==> config.mk <==
export PLATFORM = sky130hd
export DESIGN_NAME = mi3_div_step
export DESIGN_NICKNAME = d
export VERILOG_FILES = /design/src/hdl/mi3_pkg.sv /design/src/hdl/mi3_div_step.sv
export SDC_FILE = /design/constraint.sdc
export NUM_CORES = 2
export LEC_CHECK = 0
export ABC_AREA = 1
export BUFFER_PORTS_ARGS = -buffer_cell sky130_fd_sc_hd__buf_4
export CORE_AREA = 2 2 712 714
export CTS_CLUSTER_SIZE = 30
export DETAILED_ROUTE_END_ITERATION = 10
export DIE_AREA = 0 0 714 716
export PLACE_DENSITY = 0.42
export SETUP_SLACK_MARGIN = 0.4
export SLEW_MARGIN = 20
export SYNTH_ARGS = -nofsm -noshare
export SYNTH_HDL_FRONTEND = slang
export SYNTH_SLANG_ARGS = --single-unit
==> constraint.sdc <==
create_clock -name clk -period 0.8 [get_ports clk]
set_input_delay 0.08 -clock clk [delete_from_list [all_inputs] [get_ports clk]]
set_output_delay 0.08 -clock clk [all_outputs]
set_load 0.05 [all_outputs]
==> src/hdl/mi3_pkg.sv <==
// Shared types and widths for the 3x3 matrix inverse unit.
// No dependencies; every other file in hdl imports this package.
package mi3_pkg;

    // Field widths and fixed-point scaling
    localparam int IN_W     = 16;
    localparam int OUT_W    = 32;
    localparam int IN_FRAC  = 12;
    localparam int OUT_FRAC = 16;
    localparam int SCALE    = IN_FRAC + OUT_FRAC;

    // Exact internal widths
    localparam int PROD_W = 2 * IN_W;
    localparam int COF_W  = PROD_W + 1;
    localparam int TERM_W = IN_W + COF_W;
    localparam int DET_W  = TERM_W + 2;
    localparam int NUM_W  = COF_W + SCALE;
    localparam int CMP_W  = DET_W + OUT_W;

    // Status codes
    localparam logic [1:0] ST_OK   = 2'd0;
    localparam logic [1:0] ST_SING = 2'd1;
    localparam logic [1:0] ST_SAT  = 2'd2;

    typedef struct packed {
        logic signed [IN_W-1:0] m00;
        logic signed [IN_W-1:0] m01;
        logic signed [IN_W-1:0] m02;
        logic signed [IN_W-1:0] m10;
        logic signed [IN_W-1:0] m11;
        logic signed [IN_W-1:0] m12;
        logic signed [IN_W-1:0] m20;
        logic signed [IN_W-1:0] m21;
        logic signed [IN_W-1:0] m22;
    } mat_in_t;

    typedef struct packed {
        logic signed [OUT_W-1:0] r00;
        logic signed [OUT_W-1:0] r01;
        logic signed [OUT_W-1:0] r02;
        logic signed [OUT_W-1:0] r10;
        logic signed [OUT_W-1:0] r11;
        logic signed [OUT_W-1:0] r12;
        logic signed [OUT_W-1:0] r20;
        logic signed [OUT_W-1:0] r21;
        logic signed [OUT_W-1:0] r22;
        logic [1:0]              status;
    } mat_out_t;

    typedef logic signed [COF_W-1:0] cof_t;
    typedef logic signed [DET_W-1:0] det_t;

    // One divider lane: partial remainder, quotient so far, sign, overflow
    typedef struct packed {
        logic [NUM_W-1:0] rem;
        logic [OUT_W-1:0] quo;
        logic             neg;
        logic             ovf;
    } div_lane_t;

    typedef div_lane_t [8:0] lane_vec_t;

    // Control that travels with each item through the divider
    typedef struct packed {
        logic vld;
        logic sing;
    } div_ctl_t;

endpackage

==> src/hdl/mi3_div_step.sv <==
// One restoring-division stage: resolves quotient bit BIT in all nine lanes.
// Depends on mi3_pkg.
module mi3_div_step #(
    parameter int BIT = 0
) (
    input  logic                      clk,
    input  logic                      rst_n,
    input  mi3_pkg::div_ctl_t         ctl_in,
    input  mi3_pkg::lane_vec_t        lanes_in,
    input  logic [mi3_pkg::DET_W-1:0] den_in,
    output mi3_pkg::div_ctl_t         ctl_out,
    output mi3_pkg::lane_vec_t        lanes_out,
    output logic [mi3_pkg::DET_W-1:0] den_out
);
    import mi3_pkg::*;

    div_ctl_t         ctl_reg;
    lane_vec_t        lanes_next;
    lane_vec_t        lanes_reg;
    logic [DET_W-1:0] den_reg;
    logic [CMP_W-1:0] sub;
    logic [CMP_W-1:0] diff;

    // Trial subtract of the shifted divisor
    always_comb
    begin
        sub  = CMP_W'(den_in) << BIT;
        diff = '0;
        for (int i = 0; i < 9; i++)
        begin
            lanes_next[i] = lanes_in[i];
            diff          = CMP_W'(lanes_in[i].rem) - sub;
            if (CMP_W'(lanes_in[i].rem) >= sub)
            begin
                lanes_next[i].rem = diff[NUM_W-1:0];
                lanes_next[i].quo = lanes_in[i].quo | (OUT_W'(1) << BIT);
            end
        end
    end

    // Advance control
    always_ff @(posedge clk or negedge rst_n)
    begin
        if (!rst_n)
        begin
            ctl_reg <= '0;
        end
        else
        begin
            ctl_reg <= ctl_in;
        end
    end

    // Advance payload
    always_ff @(posedge clk)
    begin
        lanes_reg <= lanes_next;
        den_reg   <= den_in;
    end

    assign ctl_out   = ctl_reg;
    assign lanes_out = lanes_reg;
    assign den_out   = den_reg;

endmodule

# Word-level counts from Yosys, hierarchy flattened
# Cells that the tools add are included.
# totals
reg_bits	908
latchBits	0
ramBits	0
mem_bits_ro	0
input_bits	910
wordCells	75
n_memories	0
# op_classes
n_addsub	9
multipliers	0
div_mod_pow	0
n_lt_le_gt_ge	9
eq_ne	0
shift	0
n_mux	9
bitwise_logic	0
n_reduce_logical	0
# op_table
op	n
2-to-1 mux 93 bit	9
greater-or-equal comparator 61 x 51 -> 1 bit	9
subtractor 61 x 51 -> 61 bit	9

# Longest topological paths before layout
# depth
word_depth	2
depth_mapped	19

# Worst setup path before layout
# No wires, ideal clock.
# synth_path
path_type	input to register
from	input port den_in[2] in the netlist's numbering
to	register lanes_reg (netlist bit lanes_out[382])
t_arrival_ns	1.797
setup_slack_ns	-1.120
path_stages	15
path_buffers	2
path_cell_list	inv_1 > ha_1 > buf_2 > nand2_1 > nand3_2 > nand2_1 > nand2_1 > nand2_1 > nand2_1 > nand2_1 > nand2_1 > nand2_1 > nand2_1 > buf_4 > or2_2
# synth_via
elab_chain_cells	1
# synth_lines
item	line_no	text
start, declared	mi3_div_step.sv:10	input logic [mi3_pkg::DET_W-1:0] den_in,
greater-or-equal comparator 61 x 51 -> 1 bit	mi3_div_step.sv:33	if (CMP_W'(lanes_in[i].rem) >= sub)
end signal, assigned	mi3_div_step.sv:57	lanes_reg <= lanes_next;
end, declared	mi3_div_step.sv:19	lane_vec_t lanes_reg;
# No other way between the ends.
# A chain may end at the register's enable or synchronous reset.

==> flow_metrics.py <==
metrics = {
    "worst_hold_path": {
        "hold_path_class": "in2reg",
    },
    "floorplan": {
        "die_h_um": 716,
        "rows": 261,
        "die_w_um": 714,
        "io_pins": 1818,
        "start_util_pct": 14.4,
        "core_area_um2": 504000,
        "die_area_um2": 511000,
    },
    "yosys": {
        "yosys_warnings": 0,
        "syn_avg_cell_area_um2": 5.51,
        "syn-num-nets": 14500,
        "syn_inst": 13100,
        "synth_cell_type_count": 34,
        "netlist_area_um2": 72400,
        "synth-seq-area-share_pct": 25.1,
        "ys_ff_latch": 908,
    },
    "critical_path": {
        "startpoint_type": "input port",
        "crit_fanout": 7,
        "slowest_stage": "ha_4",
        "arrival_ps": 2650,
        "path_cells": "buf_8 -> clkinvlp_4 -> buf_12 -> buf_12 -> ha_4 -> and3_4 -> nand4_1 -> nor2_1 -> nand2_2 -> nand2_2 -> nor2_2 -> nand2_4 -> buf_12 -> buf_12 -> buf_16 -> nand3_2 -> nand2_1",
        "critPathKind": "in2reg",
        "cp-end-kind": "flip-flop",
        "cpPeakStageDelay_ps": 310,
        "critPathMostFrequentCell": "buf_12",
        "required_ps": 1570,
    },
    "route": {
        "routedWlPerCell_um": 26.8,
        "vias": 102000,
        "drt-initial-drc-count": 6956,
        "ant_nets": 0,
        "vias_per_cell": 3.91,
        "first_pass_iters": 6,
        "routed_wl_um": 696000,
        "drc": 0,
    },
    "sta": {
        "setup_violations": 1466,
        "whs_ps": -604,
        "rsz0062_at_grt": "true",
        "hold_viol": 657,
        "finalMaxSlewViolations": 0,
        "min_period_over_period_pct": 235,
        "relSlewSlack_pct": 58.1,
        "worst_slew_pin_slew_ps": 622,
        "setup_ws_ps": -1080,
        "fin_crit_ps": 1880,
        "fmax_mhz": 531,
    },
    "clock_tree": {
        "cts_sinks": 908,
        "h-tree-depth": 4,
        "cts.path.max_buffers": 4,
        "cts_root_buffer": "clkbuf_16",
        "numCtsBuffers": 143,
        "cts_tree": "built",
        "clkTransAtPathRegs_ps": 60,
    },
    "place": {
        "dp_hpwl_um": 606000,
        "port_buffers": 1817,
        "placed_cell_area_um2": 122000,
        "dp_cells": 24800,
        "place.gp.congestion": 0.979,
    },
    "pwr": {
        "clock_power_share_pct": 27.0,
        "comb_power_share_pct": 49.7,
        "intPower_w": 0.137,
        "power_density_nw_per_um2": 1720,
        "switching_share_pct": 44.4,
        "ir_drop_uv": 1490,
        "switchingPower_w": 0.109,
        "p_leak_nw": 79.2,
        "pwr-share-seq_pct": 23.3,
    },
    "finish": {
        "num-fill-cells": 57000,
        "area_delta_synth_final_pct": 97.3,
        "fin_nets": 20500,
        "final_common_cell": "nand2_1",
        "drive_gt1_share_pct": 35.4,
        "layout_common_cells": "nand2_1, buf_4, inv_1",
        "stdcell_count": 26000,
        "stdcell_area_um2": 143000,
    },
    "global_route": {
        "grt_first_pass_wirelength_um": 886000,
        "grt_pass1_vias": 98700,
        "antenna_found_initial": 212,
        "overflow": 0,
        "track_usage_pct": 25.8,
        "grt_max_degree": 46,
    },
    "job": {
        "cap_violations": 0,
    },
    "run_status": {
        "status": "finished, violations left",
        "violations": "hold timing, setup timing",
    },
}
## logic make-up after synthesis
group	count (synthesis)	share of synthesized area [%]
buf+inv	3046	16.5
compound gates	347	2.41
xor+xnor	279	3.37
fa+ha+maj	468	8.18
flops	908	25.1
simple gates	8095	44.5
## sequential cells by signal, indices dropped and copies added (netlist names)
| name | count |
|---|---|
| ctl_out | 2 |
| den_out | 51 |
| lanes_out | 855 |
## per-stage QoR
step	worst slack [ps]	utilization (%)	setup TNS [ps]	power, W
final	-1080	28.4	-1186280	0.246
after global routing	-1060	28.4	-1253740	0.257
after CTS	-1050	27.1	-1259710	0.245
after detailed placement	-2490	24.2	-1188550	0.171
after global placement	-2430	24.2	-1189570	0.172
after floorplan	-1100	-	-584760	0.103
## worst max-delay path: cells and delay by family
family | cells | cell delay (ps)
buf+inv | 7 | 930
simple gates | 9 | 1220
fa+ha+maj | 1 | 310
## cell usage after synthesis (all sizes together)
cell type,instances,area share (%)
dfxtp,906,25
nand2,6208,32
buf,104,1.2
or2,12,0.10
nor4,19,0.16
nor3b,9,0.093
nor3,75,0.53
ha,459,7.9
xnor2,9,0.11
nor2,972,5.1
clkbuf,10,0.054
and2,26,0.22
and3,17,0.15
nand3,526,3.7
a21boi,4,0.041
fa,9,0.25
dfrtp,2,0.069
o21ai,49,0.34
a21oi,294,2.0
inv,2932,15
nand3b,119,1.2
xor2,270,3.3
nand4,112,0.97
## per-layer routing
| metal | part of all wire [%] | vias to the layer above | GRT usage (%) |
|---|---|---|---|
| met5 | 0.069 | - | 0 |
| met4 | 6.0 | 72 | 12.5 |
| met3 | 5.8 | 874 | 4.75 |
| met2 | 47 | 3040 | 44.0 |
| met1 | 41 | 47000 | 31.2 |
| li1 | - | 50700 | - |
## power by group through the flow
stage	registers, W	logic [W]	clock network [W]
final	0.0575	0.122	0.0664
after detailed placement	0.0580	0.113	0
after global routing	0.0577	0.129	0.0701
after floorplan	0.0762	0.0271	0
after CTS	0.0575	0.119	0.0690
after global placement	0.0583	0.113	0
## what timing repair did
item                                    4_1_cts  5_1_grt
buffers inserted                             73       97
hold buffers                                622       58
endpoints found under the hold margin       910      735
resized for setup                           625     1054
gates cloned                                 16       24
endpoints found under the setup margin     1466     1469
pin swaps                                    60      222
## path summary, 6_finish.rpt
kind,start,to,slack (ps),cells past startpoint
max,den_in[2],lanes_out[640]$_DFF_P_,-1080,17
min,lanes_in[350],lanes_out[350]$_DFF_P_,-600,3
max in group asynchronous,rst_n,ctl_out[1]$_DFF_PN0_,290,3
min in group asynchronous,rst_n,ctl_out[0]$_DFF_PN0_,410,3
## cell type report
type                            instances  area, µm²  area share [%]
Antenna cell                           78        195           0.137
Clock buffer                          184       3940            2.76
Clock inverter                         64        785           0.549
Inverter                             2932      11200            7.83
Multi-Input combinational cell       9189      48200            33.7
Sequential cell                       908      18300            12.8
Tap cell                             6706       8390            5.87
Timing Repair Buffer                 5943      51900            36.3
Timing Repair inverter                  1       6.26         0.00438
Note: power is estimated with default switching activity, not from simulation.
