--- src/hdl/mi3_pkg.sv ---
// Shared types and widths for the 3x3 matrix inverse unit.
// No dependencies; every other file in hdl imports this package.
package mi3_pkg;

    // Field widths and fixed-point scaling
    localparam int IN_W     = 16;
    localparam int OUT_W    = 32;
    localparam int IN_FRAC  = 12;
    localparam int OUT_FRAC = 16;
    localparam int SCALE    = IN_FRAC + OUT_FRAC;

    // Exact internal widths
    localparam int PROD_W = 2 * IN_W;
    localparam int COF_W  = PROD_W + 1;
    localparam int TERM_W = IN_W + COF_W;
    localparam int DET_W  = TERM_W + 2;
    localparam int NUM_W  = COF_W + SCALE;
    localparam int CMP_W  = DET_W + OUT_W;

    // Status codes
    localparam logic [1:0] ST_OK   = 2'd0;
    localparam logic [1:0] ST_SING = 2'd1;
    localparam logic [1:0] ST_SAT  = 2'd2;

    typedef struct packed {
        logic signed [IN_W-1:0] m00;
        logic signed [IN_W-1:0] m01;
        logic signed [IN_W-1:0] m02;
        logic signed [IN_W-1:0] m10;
        logic signed [IN_W-1:0] m11;
        logic signed [IN_W-1:0] m12;
        logic signed [IN_W-1:0] m20;
        logic signed [IN_W-1:0] m21;
        logic signed [IN_W-1:0] m22;
    } mat_in_t;

    typedef struct packed {
        logic signed [OUT_W-1:0] r00;
        logic signed [OUT_W-1:0] r01;
        logic signed [OUT_W-1:0] r02;
        logic signed [OUT_W-1:0] r10;
        logic signed [OUT_W-1:0] r11;
        logic signed [OUT_W-1:0] r12;
        logic signed [OUT_W-1:0] r20;
        logic signed [OUT_W-1:0] r21;
        logic signed [OUT_W-1:0] r22;
        logic [1:0]              status;
    } mat_out_t;

    typedef logic signed [COF_W-1:0] cof_t;
    typedef logic signed [DET_W-1:0] det_t;

    // One divider lane: partial remainder, quotient so far, sign, overflow
    typedef struct packed {
        logic [NUM_W-1:0] rem;
        logic [OUT_W-1:0] quo;
        logic             neg;
        logic             ovf;
    } div_lane_t;

    typedef div_lane_t [8:0] lane_vec_t;

    // Control that travels with each item through the divider
    typedef struct packed {
        logic vld;
        logic sing;
    } div_ctl_t;

endpackage

--- src/hdl/mi3_prep.sv ---
// Magnitudes, signs, overflow test and divider seed, two register stages.
// Depends on mi3_pkg.
module mi3_prep (
    input  logic                     clk,
    input  logic                     rst_n,
    input  logic                     vld_in,
    input  mi3_pkg::cof_t            cof [9],
    input  mi3_pkg::det_t            det,
    output mi3_pkg::div_ctl_t        ctl,
    output mi3_pkg::lane_vec_t       lanes,
    output logic [mi3_pkg::DET_W-1:0] den
);
    import mi3_pkg::*;

    logic             vld_reg;
    logic             sing_reg;
    logic [COF_W-1:0] nmag_next [9];
    logic [COF_W-1:0] nmag_reg  [9];
    logic [8:0]       neg_next;
    logic [8:0]       neg_reg;
    logic [DET_W-1:0] dmag_next;
    logic [DET_W-1:0] dmag_reg;
    div_ctl_t         ctl_reg;
    lane_vec_t        lanes_next;
    lane_vec_t        lanes_reg;
    logic [DET_W-1:0] den_reg;
    logic [NUM_W-1:0] num;
    logic [CMP_W-1:0] lim;

    // Take magnitudes and result signs
    always_comb
    begin
        for (int i = 0; i < 9; i++)
        begin
            nmag_next[i] = cof[i][COF_W-1] ? (~cof[i] + 1'b1) : cof[i];
            neg_next[i]  = cof[i][COF_W-1] ^ det[DET_W-1];
        end
        dmag_next = det[DET_W-1] ? (~det + 1'b1) : det;
    end

    // Scale numerators and flag quotients wider than OUT_W bits
    always_comb
    begin
        lim = {dmag_reg, {OUT_W{1'b0}}};
        num = '0;
        for (int i = 0; i < 9; i++)
        begin
            num               = {nmag_reg[i], {SCALE{1'b0}}};
            lanes_next[i].rem = num;
            lanes_next[i].quo = '0;
            lanes_next[i].neg = neg_reg[i];
            lanes_next[i].ovf = CMP_W'(num) >= lim;
        end
    end

    // Advance control
    always_ff @(posedge clk or negedge rst_n)
    begin
        if (!rst_n)
        begin
            vld_reg <= 1'b0;
            ctl_reg <= '0;
        end
        else
        begin
            vld_reg      <= vld_in;
            ctl_reg.vld  <= vld_reg;
            ctl_reg.sing <= sing_reg;
        end
    end

    // Advance payload
    always_ff @(posedge clk)
    begin
        nmag_reg  <= nmag_next;
        neg_reg   <= neg_next;
        dmag_reg  <= dmag_next;
        sing_reg  <= (det == '0);
        lanes_reg <= lanes_next;
        den_reg   <= dmag_reg;
    end

    assign ctl   = ctl_reg;
    assign lanes = lanes_reg;
    assign den   = den_reg;

endmodule

--- config.mk ---
export PLATFORM = sky130hd
export DESIGN_NAME = mi3_prep
export DESIGN_NICKNAME = d
export VERILOG_FILES = /design/src/hdl/mi3_pkg.sv /design/src/hdl/mi3_prep.sv
export SDC_FILE = /design/constraint.sdc
export NUM_CORES = 1
export LEC_CHECK = 0
export ABC_CLOCK_PERIOD_IN_PS = 6100
export BUFFER_PORTS_ARGS = -buffer_cell sky130_fd_sc_hd__buf_2
export CAP_MARGIN = 15
export CORE_AREA = 2 2 494 496
export DETAILED_ROUTE_END_ITERATION = 10
export DIE_AREA = 0 0 496 498
export GPL_TIMING_DRIVEN = 1
export SYNTH_ARGS = -nofsm -noshare
export SYNTH_HDL_FRONTEND = slang
export SYNTH_SLANG_ARGS = --single-unit
--- constraint.sdc ---
create_clock -name clk -period 6.1 [get_ports clk]
set_clock_uncertainty 0.05 [all_clocks]
set_input_delay 0.61 -clock clk [delete_from_list [all_inputs] [get_ports clk]]
set_output_delay 0.61 -clock clk [all_outputs]
set_load 0.02 [all_outputs]
## Word level (Yosys, flattened, before mapping)

Index checks and enable logic that the tools add are counted.
W data, S select, Z words.

| operators by class | value |
|---|---|
| add/subtract/negate cells | 10 |
| multiply operators | 0 |
| divide/modulo/power cells | 0 |
| $lt $le $gt $ge | 9 |
| eq/ne operators | 0 |
| shift operators | 0 |
| muxes and demuxes | 10 |
| bitwise gates (word level) | 19 |
| reduce and logical (&&, ||, !) cells | 1 |

Operators with widths:

| cell | count |
|---|---|
| $ge A61 B83 Y1 | 9 |
| $add A33 B1 Y33 const B | 9 |
| $not A33 Y33 | 9 |
| $mux W32 | 9 |
| $add A51 B1 Y51 const B | 1 |
| $logic_not A51 Y1 | 1 |
| $not A51 Y51 | 1 |
| $mux W50 | 1 |
| $xor A1 B1 Y1 | 9 |

| storage, ports and cells | value |
|---|---|
| register bits | 727 |
| latch bits | 0 |
| bits in writable memories | 0 |
| ROM bits | 0 |
| memories | 0 |

## Logic depth before layout (Yosys ltp)

Gate-level depths: netlist of run 1.

| depth | value |
|---|---|
| depth in word-level cells | 3 |
| gate-level depth with buffers | 9 |

## Least setup slack after synthesis of run 1

Ideal clock, no wire load.

| timing path | value |
|---|---|
| kind | input to register |
| from | input port det[1] |
| to | register dmag_reg[48] |
| library setup time | 0.072 ns |
| data arrival time | 2.798 ns |
| required time | 5.978 ns |
| path slack | 3.179 ns |
| stages on the path | 9 |
| path buffers | 0 |
| cell sequence | inv_1 -> ha_1 -> or4b_1 -> or4_1 -> nor3_4 -> nand2b_2 -> or4_1 -> o31ai_2 -> xnor2_1 |

| on the way | value |
|---|---|
| word-level cells in the longest chain between the ends | 3 |

RTL lines:

| item | line | RTL |
|---|---|---|
| start, declared | mi3_prep.sv:8 | `input mi3_pkg::det_t det,` |
| $not A51 Y51 | mi3_prep.sv:38 | `dmag_next = det[DET_W-1] ? (~det + 1'b1) : det;` |
| $add A51 B1 Y51 | mi3_prep.sv:38 |  |
| $mux W50 | mi3_prep.sv:38 |  |
| via dmag_next[48] | mi3_prep.sv:21 | `logic [DET_W-1:0] dmag_next;` |
| end signal, assigned | mi3_prep.sv:77 | `dmag_reg <= dmag_next;` |
| end, declared | mi3_prep.sv:22 | `logic [DET_W-1:0] dmag_reg;` |

The timed path passes the listed nets, and every way through them passes these cells.
A chain may end at the register's enable or synchronous reset.

==> results.cfg, run 1 <==
[drt]
top_layer = met5
wl_met3_mm = 10.8
drtAntennaViolNets = 0
wl_met1_mm = 61.6
via_count = 24200
wl_met2_mm = 71.6
dr.pass1.iters = 5
vias_per_cell = 3.38
drt_iter0_markers = 1467
routed_wirelength_mm = 154
drc = 0
wl_per_cell_um = 21.6

[place]
placed_area_mm2 = 0.0369
post-place-ws_ns = 2.74
portBuffers = 718
hpwl_mm = 129
routabilityCongestion = 0.860

[timing]
layout_setup_ws_ns = 2.79
timing.hold.ws_ns = 0.0797
worst_pin_slew_ns = 1.09
drv_slew = 0
rsz0062_at_grt = no
setup_viol_count_final = 0
setup-tns-final_ns = 0
period_needed_ns = 3.31
hold_violations = 0
finalCritPeriodShare_pct = 54.3
slew_headroom_pct = 25.2
fmax_ghz = 0.302

[floorplanning]
die_h_um = 498
fp.dieW_um = 496
initial_core_util_pct = 13.0
pin_count = 1259
die_area_mm2 = 0.247
core_area_mm2 = 0.242
num_rows = 181

[yosys]
synth_edf_count = 0
synth_area_leader_cell = dfxtp_1
synth-main-ff-cell = dfxtp_1
synth_top_area_share_pct = 46.3
ys_seq_elements = 727
async_flop_share_pct = 0.413
syn-instance-count = 2975
seq_area_frac_synth_pct = 46.5
netlist_area_mm2 = 0.0313
synth_area_leaders = dfxtp_1, buf_4, ha_1
yosysWarnings = 0
synth.avg_cell_area_um2 = 10.5
synthDistinctLibCells = 73

[finish]
largest_reg_flops = 315
drive_above_1_share_pct = 24.2
fin_area_mm2 = 0.0405
final_nets = 4447
utilization_pct = 16.7
area_growth_pct = 29.2

[global_routing]
gr-usage-all-layers_pct = 11.8
grt_pass1_vias = 22300
overflow = 0
grt_pass1_wl_mm = 196
antenna_found_initial = 91
grt_max_degree = 52

[clock_tree]
clock_sinks = 727
cts_max_path_buffers = 3
post-cts-setup-buffer-count = 0
ctsRootBufferMaster = clkbuf_16
htree_levels = 3
clk_latency_ns = 0.72
cts_hold_buf = 73
cts_tree = done
cts_made_buffers = 80
path_clk_slew_ns = 0.06
post_cts_resized = 0

[power]
p_leak_uw = 0.0172
p_per_area_mw_per_mm2 = 324
ir_drop_v = 0.000179

[worst_setup_path]
worstSetupPathType = reg2reg
reg2regPathDepth = 9
worstPathRequired_ns = 6.65
cp_max_fo = 9
r2r_end = lanes[665]
reg2reg_from = dmag_reg[2]
crit_buf_inv = 1
max_stage_delay_ns = 0.95
cp_cell_sequence = inv_2, ha_1, nand4b_1, nor4_1, a2111oi_0, o211ai_1, o21ai_0, a21boi_0, o21a_1
crit_path_top_delay_cell = a2111oi_0
critical_path_arrival_ns = 3.86
crit_family = compound AO/OA/AOI/OAI gates
rrSetupSlack_ns = 2.79
cp-start-kind = register
endpoint_kind = register

[worst_hold_path]
min_to = lanes_next[181]
worst_hold_path_type = in2reg
hold_depth = 2
hold_start = cof[255]

[outcome]
status = completed

[job]
max_cap_viol_count = 0
[report_power, final]
part	internal, uW	switching (uW)	leakage (uW)
logic	772	1800	0.00972
registers	5240	308	0.00613
clock network	2730	2260	0.00131
total	8740	4370	0.0172
[through the flow]
stage	instances	power, uW
after floorplan	3514	7190
after global placement	6872	8140
after detailed placement	6872	8200
after CTS	7092	13300
after global routing	7130	13700
final	7150	13100
[metal layers]
layer / track usage, % / vias to the layer above
met4: 8.04 / 12
met1: 13.7 / 11400
li1: - / 11100
met2: 19.3 / 1333
met5: 0 / -
met3: 2.59 / 295
[layout by cell type, fill, tap and decap left out, drive strengths merged, types with 5 or more instances in the layout]
| master | count |
|---|---|
| clkbuf | 100 |
| dfxtp | 724 |
| xor2 | 14 |
| a21oi | 91 |
| or2 | 14 |
| inv | 70 |
| or4 | 42 |
| nand3 | 38 |
| a211oi | 16 |
| nand2 | 170 |
| o31ai | 98 |
| and3 | 6 |
| nor4 | 26 |
| nor3 | 32 |
| o21ai | 145 |
| o21a | 5 |
| clkinvlp | 9 |
| clkinv | 30 |
| ha | 271 |
| or3 | 57 |
| nand4b | 5 |
| buf | 731 |
| a21boi | 9 |
| nor2b | 5 |
| conb | 540 |
| a2111oi | 6 |
| diode | 58 |
| nand2b | 23 |
| nand4 | 43 |
| xnor2 | 313 |
| nor2 | 55 |
| nor4b | 12 |
| o41ai | 42 |
| dlygate4sd3 | 73 |
| a21o | 26 |
[logic make-up (layout without fill, tap and decap cells)]
family / count (synthesis) / count (layout) / share of synthesized area (%)
other: 1 / 598 / 0.0120
AO/OA/AOI/OAI: 464 / 464 / 9.73
XOR/XNOR: 327 / 327 / 9.14
flip-flops: 727 / 727 / 46.5
AND/OR/NAND/NOR: 546 / 546 / 9.64
buffers and inverters: 639 / 1015 / 14.1
adder cells (fa/ha/maj): 271 / 271 / 10.8
[cell usage after synthesis (37+ instances only)]
cell,n
inv_1,64
o31ai_1,93
buf_4,540
ha_1,271
o21ai_0,141
nand4_1,43
xnor2_1,313
nor2_1,55
or3_1,52
o41ai_1,38
nand3_1,37
a21oi_1,91
nand2_1,169
dfxtp_1,724
[worst register-to-register path: stages (launching register included)]
cell and delay [ns]:
dfxtp_1 0.33, inv_2 0.55, ha_1 0.44, nand4b_1 0.11, nor4_1 0.05, a2111oi_0 0.95
o211ai_1 0.25, o21ai_0 0.23, a21boi_0 0.11, o21a_1 0.18
[worst max path at each step]
stage,startpoint,endpoint,slack (ns),cells past startpoint
after detailed placement,cof[45],lanes_next[758],2.74,8
after CTS,dmag_reg[2],lanes[665],2.90,9
after floorplan,det[1],dmag_reg[48],3.18,9
after global placement,cof[47],lanes_next[757],2.71,8
final,dmag_reg[2],lanes[665],2.79,9
after global routing,cof[47],lanes_next[758],2.69,9
[area by class of cell]
cell class / count / area (um2)
Antenna cell: 58 / 145
Clock buffer: 100 / 2200
Clock inverter: 47 / 524
Fill cell: 27000 / 201000
Inverter: 64 / 240
Multi-Input combinational cell: 2148 / 14400
Sequential cell: 727 / 14600
Tap cell: 3202 / 4010
Timing Repair Buffer: 804 / 4420
Note: power is estimated with default switching activity, not from simulation.
==> run 2, diff against run 1 <==
Settings changed: ABC_CLOCK_PERIOD_IN_PS 6100 to 2800.
Clock period 6.1 ns to 2.8 ns, I/O delays scaled along.
==> run 2 against run 1 <==
Effect of this change:
- the flow now finishes with violations (negative setup slack)
- largest power group unchanged
- sequential power grew 120%
- highest routed layer unchanged
- total power grew 130%
- critical path depth increased by 1
- worst setup slack got worse by 2.8 ns
==> results.cfg, run 2 (synthesis results as in run 1) <==
[timing]
worst_pin_slew_ns = 0.796
slew_headroom_pct = 46.4
fmax_ghz = 0.354
finalCritPeriodShare_pct = 101
period_needed_ns = 2.82
hold_violations = 0
setup_viol_count_final = 1
timing.hold.ws_ns = 0.0673
rsz0062_at_grt = yes
setup-tns-final_ns = -0.0235
layout_setup_ws_ns = -0.0235
drv_slew = 0

[global_routing]
gr-usage-all-layers_pct = 12.2
grt_pass1_wl_mm = 206
grt_max_degree = 50
overflow = 0
grt_pass1_vias = 25000
antenna_found_initial = 71

[worst_setup_path]
endpoint_kind = register
critical_path_arrival_ns = 3.41
cp_max_fo = 5
cp-start-kind = primary input
worstSetupPathType = in2reg
worstPathRequired_ns = 3.38
reg2regPathDepth = 9
rrSetupSlack_ns = 0.12

[worst_hold_path]
hold_depth = 2
worst_hold_path_type = in2reg

[floorplanning]
die_h_um = 498
pin_count = 1259
initial_core_util_pct = 13.0
fp.dieW_um = 496
num_rows = 181
die_area_mm2 = 0.247
core_area_mm2 = 0.242

[finish]
drive_above_1_share_pct = 24.3
final_nets = 4996
largest_reg_flops = 315
final_cell_mix = dfxtp_1, buf_2, conb_1
mostFrequentLayoutCell = dfxtp_1
area_growth_pct = 47.6
utilization_pct = 19.1

[power]
p_per_area_mw_per_mm2 = 651
p_leak_uw = 0.0198
ir_drop_v = 0.000417

[clock_tree]
path_clk_slew_ns = 0.06
cts_max_path_buffers = 3
clock_sinks = 727
cts_made_buffers = 81
cts_tree = done
ctsRootBufferMaster = clkbuf_16
htree_levels = 3
clk_latency_ns = 0.72

[drt]
drt_iter0_markers = 1449
wl_per_cell_um = 20.8
drtAntennaViolNets = 0
routed_wirelength_mm = 160
drc = 0
vias_per_cell = 3.45
via_count = 26600
dr.pass1.iters = 5

[outcome]
status = finished, violations left
violations = negative setup slack

[place]
post-place-ws_ns = -0.0608
portBuffers = 718
hpwl_mm = 134
routabilityCongestion = 0.874

[job]
max_cap_viol_count = 0
==> run 2: changes by cell type in the layout (fill, tap and decap cells not counted), sizes merged, moves of 4 or more <==
cell          before  now
buf              731  821
dlygate4sd3       73  525
clkinvlp           9    5
bufinv             2    8
dlymetal6s4s       0    6
clkbuf           100  104
==> run 2: area by class of cell <==
cell class / instances / area (um2)
multi-input cells: 2148 / 14600
well taps: 3202 / 4010
fillers: 26500 / 196000
flip-flops and latches: 727 / 14600
clock inverters: 45 / 617
clock buffers: 104 / 2260
diodes: 60 / 150
inverters: 64 / 258
repair buffers: 1352 / 9780
==> run 2: critical path, stage by stage <==
cell and delay (ns):
dlygate4sd3_1 0.54, buf_2 0.16, inv_1 0.08, ha_1 0.18, or3b_2 0.50, nor2_2 0.14
nand2_2 0.09, or4_4 0.54, nor4b_2 0.30, dlygate4sd3_1 0.59
==> run 2: power by group <==
part           internal, uW  switching (uW)  total, uW  leakage, uW
clock                  6600            4850      11500      0.00140
sequential            11400             715      12100      0.00613
combinational          2390            4110       6500       0.0122
total                 20400            9680      30100       0.0198
==> run 2: layer usage <==
| layer | wire length (um) | global-route usage [%] | vias up |
|---|---|---|---|
| met2 | 73600 | 20.0 | 1387 |
| met3 | 11700 | 2.65 | 305 |
| met1 | 62800 | 14.0 | 12700 |
| li1 | - | - | 12200 |
| met5 | 80 | 0 | - |
| met4 | 12400 | 8.93 | 12 |
==> run 2: final timing paths <==
path | start | endpoint
setup reg to reg | dmag_reg[5] | lanes[570]
max in group asynchronous | rst_n | vld_reg
hold / removal | det[16] | dmag_reg[16]
min in group asynchronous | rst_n | ctl[1]
setup / recovery | cof[67] | lanes_next[664]
hold reg to reg | neg_reg[1] | lanes[96]
==> run 2: per-stage QoR <==
step / power (uW) / cell area, um2 / instances
CTS: 30400 / 45800 / 7643
finish: 30100 / 46200 / 7702
detailed placement: 18000 / 37600 / 6963
global placement: 17900 / 37600 / 6963
global route: 31400 / 46200 / 7686
floorplan: 15700 / 33400 / 3514
==> run 2: repair_timing <==
action / CTS / global route
hold buffers: 531 / 0
setup endpoints to repair: 2 / 44
endpoints found under the hold margin: 351 / 0
resized for setup: 3 / 68
pin swaps: 0 / 5
buffers inserted: 0 / 2
